`src/design/sdv_ram.sv`:
```
// generic single port write, single read port ram with registered read
// no dependencies

module sdv_ram #(
  parameter int unsigned Width = 8,
  parameter int unsigned Depth = 16
) (
  input  logic                     clk_i,
  input  logic                     we_i,
  input  logic [$clog2(Depth)-1:0] waddr_i,
  input  logic [Width-1:0]         wdata_i,
  input  logic [$clog2(Depth)-1:0] raddr_i,
  output logic [Width-1:0]         rdata_o
);

  logic [Width-1:0] mem_q [Depth];

  // write port and registered read
  always_ff @(posedge clk_i) begin
    if (we_i) begin
      mem_q[waddr_i] <= wdata_i;
    end
    rdata_o <= mem_q[raddr_i];
  end

endmodule

```
`config.mk`:
```
export PLATFORM = sky130hd
export DESIGN_NAME = sdv_ram
export DESIGN_NICKNAME = d
export VERILOG_FILES = /design/src/design/sdv_ram.sv
export SDC_FILE = /design/constraint.sdc
export NUM_CORES = 1
export LEC_CHECK = 0
export ABC_AREA = 1
export BUFFER_PORTS_ARGS = -buffer_cell sky130_fd_sc_hd__buf_2
export CORE_ASPECT_RATIO = 2
export CORE_MARGIN = 2
export CORE_UTILIZATION = 43
export DETAILED_ROUTE_END_ITERATION = 8
export HOLD_SLACK_MARGIN = 0.05
export SETUP_SLACK_MARGIN = 0.02
export SYNTH_ARGS = -nofsm -noshare
export SYNTH_HDL_FRONTEND = slang
export SYNTH_SLANG_ARGS = --single-unit
```
`constraint.sdc`:
```
create_clock -name clk_i -period 4 [get_ports clk_i]
set_clock_uncertainty 0.15 [all_clocks]
set_input_delay 0.6 -clock clk_i [delete_from_list [all_inputs] [get_ports clk_i]]
set_output_delay 0.6 -clock clk_i [all_outputs]
set_load 0.1 [all_outputs]
```
# --- Yosys cells after proc, flatten, opt, wreduce, memory -nomap -nowiden ---
# Memory sizes are Yosys's and may differ from the RTL's. A register that Yosys moved wholly into a read port is not among the register bits.
# Index checks and enable logic that the tools add are counted.
totals:
  regBits: 0
  latch_bits: 0
  mem_bits_rw: 128
  romBits: 0
  output_inout_bits: 8
  wordCells: 3
  n_memories: 1
classes:
  add_sub_neg: 0
  mul: 0
  n_div: 0
  magnitude_cmp: 0
  n_eq_ne: 0
  shift: 0
  muxes: 2
  bitwise: 0
  reduce_logical: 0
memory_table:
  columns: ["name", "depth", "word_bits", "read_ports", "rd_clocked_by_memory_dff", "write_ports", "line", "source"]
  rows:
  - ["mem_q", 16, 8, 1, 1, 1, "16", "logic [Width-1:0] mem_q [Depth];"]
op_table:
  columns: ["op", "n"]
  rows:
  - ["1-bit two-way mux", 2]

# --- Longest topological paths before layout ---
# Gate-level depths: netlist of the first run.
logic_depth:
  depth_word: 2
  depth_mapped: 8

# --- Worst setup path after synthesis of the first run ---
# Ideal clock, no wire load.
synth_path:
  kind: "input -> register"
  from: "input waddr_i[2]"
  to: "memory mem_q[10][0] (enable)"
  setup_ns: 0.370
  t_arrival_ns: 1.181
  slack_ns: 2.299
  path_stages: 2
  n_path_buf: 0
  cell_sequence: "nand3b_1 nor2_1"
synth_lines:
  columns: ["item", "line", "source"]
  rows:
  - ["start: declaration", "10", "input logic [$clog2(Depth)-1:0] waddr_i,"]
  - ["end: declaration", "16", null]
# No word-level cell before the write port.

==> flow_summary_export.csv, run 1 <==
group,metric,value,unit
run_status,outcome,"finished, violations left",
run_status,violations,"DRC",
placed_design,gp_congestion,0.8489,
layout,diodes,0,
drt,drt_first_pass_iters,7,
yosys,syn_area_per_cell,10.47,um^2
layout,fill_cells,1176,
cts,cts_sinks,136,
drt,drt-total-wl,13.29,mm
sta,hold_violations,0,
power,powerDensity,546.3,nW/um^2
critical_path,reg2reg_from,"mem_q[0][6]",
cts,ctsHoldBuffers,0,
yosys,synth_mux_area_share,0,%
yosys,ys_types,12,
drt,viasPerCell,5.058,
critical_path,cp.required,4160,ps
cts,cts_buffers,17,
sta,fin_crit_sh,53.00,%
sta,slew_violations,0,
sta,setup-tns-final,0,ps
cts,cts_root_buffer,"clkbuf_16",
global_routing,grt_max_degree,65,
yosys,yosysWarnings,0,
die,ioPinCount,26,
critical_path,crit_type,"input port to flip-flop",
sta,final.min_clock_period,2120,ps
power,p_leak,0.002832,uW
cts,post-cts-setup-buffers,0,
yosys,synth_seq_cells,136,
yosys,synth.cell_area,5767,um^2
yosys,yosys.area_share.simple,21.05,%
sta,relSlewSlack,27.92,%
die,die_w,85.89,um
critical_path,crit_start,"raddr_i[1]",
sta,grt_setup_unrepaired,"false",
cts,ctsResizeCount,0,
yosys,synth_ff_type,"edfxtp_1",
cts,ctsHtreeMaxLevel,4,
cts,clock_latency,420,ps
die,initial_core_util,44.13,%
hold_path,hp-start,"raddr_i[3]",
yosys,synthesis.instances,551,
layout,multi_input_area,1214,um^2
cts,tritoncts,"built",
critical_path,cp-start-kind,"input port",
yosys,synth-xor-area-share,0,%
sta,setup_viol,0,
yosys,synth_compound_area_share,0,%
power,peakVddDrop,0.3356,mV
global_routing,grtUsageTotal,19.47,%
placed_design,dp.cells,705,
die,core-area,13070,um^2
die,rows,59,
flow_run,drv_cap,0,
drt,drc,2,
global_routing,grt_antenna_before_repair,0,
global_routing,grt_pass1_wl,20.53,mm
yosys,yosysMostFrequentCell,"nand2_1",
global_routing,grt_pass1_vias,3764,
layout,layout.cells.non_filler,737,
sta,fmax,471.7,MHz
layout,area_growth,14.12,%
placed_design,portBuffers,25,
yosys,synthTopCellsByArea,"edfxtp_1, nand2_1, nand3_1",
layout,drive_above_1_share,9.573,%
yosys,postSynthNetCount,569,
drt,vias,3728,
yosys,ys_seq_area_share,69.43,%
die,die_h,167.8,um
yosys,synth_top_area_share,66.65,%
die,die_area,14410,um^2
drt,ant_nets,0,
critical_path,crit_path_end_kind,"flip-flop",
placed_design,dp_hpwl,8.464,mm
critical_path,crit_fanout,33,
hold_path,hold_path.class,"input port to flip-flop",
cts,clk_path_buf_depth,2,
yosys,synth_top_family_by_area,"simple AND/OR/NAND/NOR gates",
layout,final_nets,590,
critical_path,cp.arrival,2280,ps
yosys,synth-adder-area-share,0,%
cts,clk_pin_slew,60,ps
sta,tightest_slew,1080,ps
drt,post_drt_wl_per_cell,18.03,um
yosys,synth-edff-count,128,
drt,drt-initial-drc-count,190,
layout,seqCellArea,4004,um^2
yosys,synthArstFlopShare,0,%
global_routing,grt_overflow,0,
yosys,synth_area_leader_cell,"edfxtp_1",
yosys,synth_common_cells,"nand2_1, edfxtp_1, inv_1, nand3_1, nor2_1",
critical path, stage by stage:
cell and delay, ps:
buf_2 550, inv_2 480, nand3_1 200, nand3_1 180
nand3_1 180, nand2_1 70
where the power goes:
group / leakage (uW) / internal [uW] / switching, uW
clock: 0.000313 / 1170 / 574
combinational: 0.00130 / 50.1 / 203
sequential: 0.00122 / 1590 / 8.43
layout by cell type, fill, tap and decap left out:
master      Yosys  final
dfxtp_1         8      8
clkinv_1        0      2
inv_6           0      1
clkbuf_16       0     17
nand3b_1        2      2
nand2_1       173    173
buf_2          13     25
nor2_1         17     17
nand3_1        97     97
bufinv_16       0      6
clkbuf_1        0      2
clkinv_2        0      1
clkinvlp_4      0      2
clkinv_4        0      1
buf_4           4      1
inv_1         100    100
inv_2           2      2
edfxtp_1      128    128
path summary, 6_finish.rpt:
check | endpoint | slack, ps | depth (start not counted)
setup / recovery | rdata_o[6] | 1880 | 6
hold / removal | rdata_o[2] | 390 | 3
hold reg to reg | rdata_o[2] | 500 | 6
setup reg to reg | rdata_o[6] | 2720 | 6
sequential cells by signal, indices dropped and copies added (netlist names):
register and count:
mem_q 128, rdata_o 8
per-stage QoR:
stage / total power (uW) / hold WS (ps) / area, um^2 / setup WS, ps / utilization (%)
after floorplan: 1810 / 457.4 / 5767 / 2299 / -
after global placement: 1885 / 487.1 / 5923 / 1429 / 45.33
after detailed placement: 1887 / 486.6 / 5923 / 1442 / 45.33
after CTS: 3616 / 372.7 / 6581 / 1878 / 50.37
after global routing: 3687 / 392.4 / 6581 / 1799 / 50.37
final: 3595 / 393.9 / 6581 / 1880 / 50.37
cell type report:
type / count / share of cell area, %
Multi-Input combinational cell: 289 / 18.44
Timing Repair Buffer: 26 / 2.015
Clock buffer: 19 / 6.578
Tap cell: 152 / 2.890
Clock inverter: 13 / 3.422
Inverter: 102 / 5.817
Sequential cell: 136 / 60.84
cells by family (layout without fill, tap and decap cells):
group	count (synthesis)	after routing
DFF	136	136
buffers and inverters	126	160
and+or+nand+nor	289	289
routing by layer:
layer	vias up	track usage, %	share of wire, %
met5	-	0	0
met4	0	8.075	2.7
met3	24	4.657	4.1
met2	98	35.56	55
met1	1792	20.92	38
li1	1814	-	-
Power figures use the tool's default switching activity.
==> inputs of run 2 (changes only) <==
ABC_AREA = 0   (was 1)
clock period = 1.9 ns   (was 4 ns; I/O delays follow)
==> flow_summary_export.csv, run 2 <==
group,metric,value,unit
cts,cts_buffers,17,
cts,cts_root_buffer,"clkbuf_16",
critical_path,cp.buffers_inverters,1,
sta,setup_viol,0,
power,p_leak,0.002143,uW
yosys,synthTopCellsByArea,"edfxtp_1, mux4_2, mux4_1",
sta,hold_violations,0,
layout,layout.cells.non_filler,447,
layout,final_cell_mix,"edfxtp_1, buf_2, buf_4",
global_routing,grt_pass1_vias,2594,
global_routing,grt_overflow,0,
die,die_w,81.37,um
yosys,synthesis.instances,229,
power,peakVddDrop,0.6664,mV
drt,vias,2412,
drt,ant_nets,0,
yosys,synth_seq_cells,136,
critical_path,cp_top_family,"buffers and inverters",
die,core-area,11700,um^2
critical_path,crit_type,"flip-flop to output pin",
layout,final_nets,307,
cts,clk_pin_slew,60,ps
global_routing,grt_antenna_before_repair,0,
placed_design,portBuffers,25,
layout,largestRegisters,"mem_q (128), rdata_o (8)",
critical_path,slowest_stage,"buf_2",
layout,final_util,53.10,%
yosys,synth_common_cells,"edfxtp_1, mux4_2, a22oi_1, mux4_1, nor2_1",
yosys,yosysMostFrequentCell,"edfxtp_1",
sta,fmax,620.6,MHz
critical_path,cp-start-kind,"flip-flop",
critical_path,cp.arrival,1180,ps
run_status,outcome,"finished, final reports clean",
critical_path,crit_fanout,1,
placed_design,dp_hpwl,6.605,mm
cts,tritoncts,"built",
sta,slew_violations,0,
yosys,synth_ff_type,"edfxtp_1",
yosys,synth_area_leader_cell,"edfxtp_1",
yosys,postSynthNetCount,247,
cts,cts_sinks,136,
drt,viasPerCell,5.396,
die,die_h,158.7,um
hold_path,min_path_cells,1,
die,die_area,12920,um^2
critical_path,crit_path_end_kind,"output pin",
power,p_switching,1497,uW
critical_path,reg2reg_depth,3,
flow_run,drv_cap,0,
power,power.share.clock,46.3,%
yosys,synth_top_area_share,74.67,%
placed_design,dp.cells,415,
die,initial_core_util,43.99,%
yosys,ys_types,19,
hold_path,hold_path.class,"input port to flip-flop",
die,ioPinCount,26,
layout,area_growth,20.71,%
yosys,yosysWarnings,0,
die,rows,56,
cts,clock_latency,410,ps
cts,ctsHoldBuffers,0,
power,p_int,5632,uW
yosys,ys_seq_area_share,77.78,%
critical_path,max_stage_delay,440,ps
yosys,synthArstFlopShare,0,%
layout,diodes,0,
sta,relSlewSlack,66.30,%
yosys,syn_area_per_cell,22.48,um^2
sta,tightest_slew,509.1,ps
layout,layout_commonest_cell,"edfxtp_1",
drt,post_drt_wl_per_cell,21.69,um
power,switching_share,21.00,%
drt,drt-total-wl,9.694,mm
sta,final.min_clock_period,1611,ps
layout,regMostFlops,"mem_q",
layout,fill_cells,898,
drt,drt-initial-drc-count,129,
placed_design,gp_congestion,0.7174,
power,p_comb_share,6.4,%
critical_path,cp.required,1460,ps
global_routing,grt_max_degree,33,
yosys,synth-edff-count,128,
layout,drive_above_1_share,33.44,%
cts,ctsResizeCount,0,
yosys,synth.cell_area,5147,um^2
critical_path,cp_num_cells,1,
power,powerDensity,1147,nW/um^2
sta,fin_crit_sh,84.81,%
sta,setup-tns-final,0,ps
cts,post-cts-setup-buffers,0,
cts,clk_path_buf_depth,2,
power,p_seq_share,47.3,%
global_routing,grt_pass1_wl,14.61,mm
sta,grt_setup_unrepaired,"false",
critical_path,cp_cell_sequence,"buf_2",
drt,drt_first_pass_iters,4,
cts,ctsHtreeMaxLevel,4,
layout,largest_reg_flops,128,
drt,drc,0,
global_routing,grtUsageTotal,16.52,%
## run 2: layout make-up
type	instances	area (um^2)	area share, %
Multi-Input combinational cell	83	1062	17.10
Clock buffer	21	460.4	7.410
Clock inverter	11	147.6	2.376
Tap cell	145	181.4	2.920
Timing Repair Buffer	51	357.8	5.759
Sequential cell	136	4004	64.44
## run 2: power by group through the flow
stage / Clock (uW) / Sequential, uW / Combinational, uW
global route: 3470 / 3380 / 488
global placement: 0 / 3430 / 458
CTS: 3370 / 3370 / 466
finish: 3300 / 3370 / 457
floorplan: 0 / 3580 / 171
detailed placement: 0 / 3440 / 464
## run 2: stage by stage
step                      total power, uW  instance area (um^2)  hold WS, ps  worst slack, ps
after floorplan                      3748                  5152        233.9            198.9
after global placement               3892                  5605        496.3            103.7
after detailed placement             3901                  5605        514.2            92.01
after CTS                            7209                  6213        93.05            240.2
after global routing                 7338                  6213        106.4            235.7
final                                7129                  6213        114.6            288.6
## run 2: final timing paths
check          startpoint          end  slack, ps
max reg2reg   mem_q[1][5]   rdata_o[5]        390
min            wdata_i[4]  mem_q[4][4]        110
max            rdata_o[0]   rdata_o[0]        290
min reg2reg  mem_q[14][2]   rdata_o[2]        520
## run 2: layer usage
metal,global-route usage (%),routed length (um)
met1,17.34,3521
met3,5.114,329
met2,29.73,5724
met4,6.009,119
met5,0,0
## run 2: cells by family after synthesis
| group | synth area share, % |
|---|---|
| flops | 77.78 |
| simple gates | 3.184 |
| mux | 15.02 |
| compound gates | 2.334 |
| buf+inv | 1.677 |
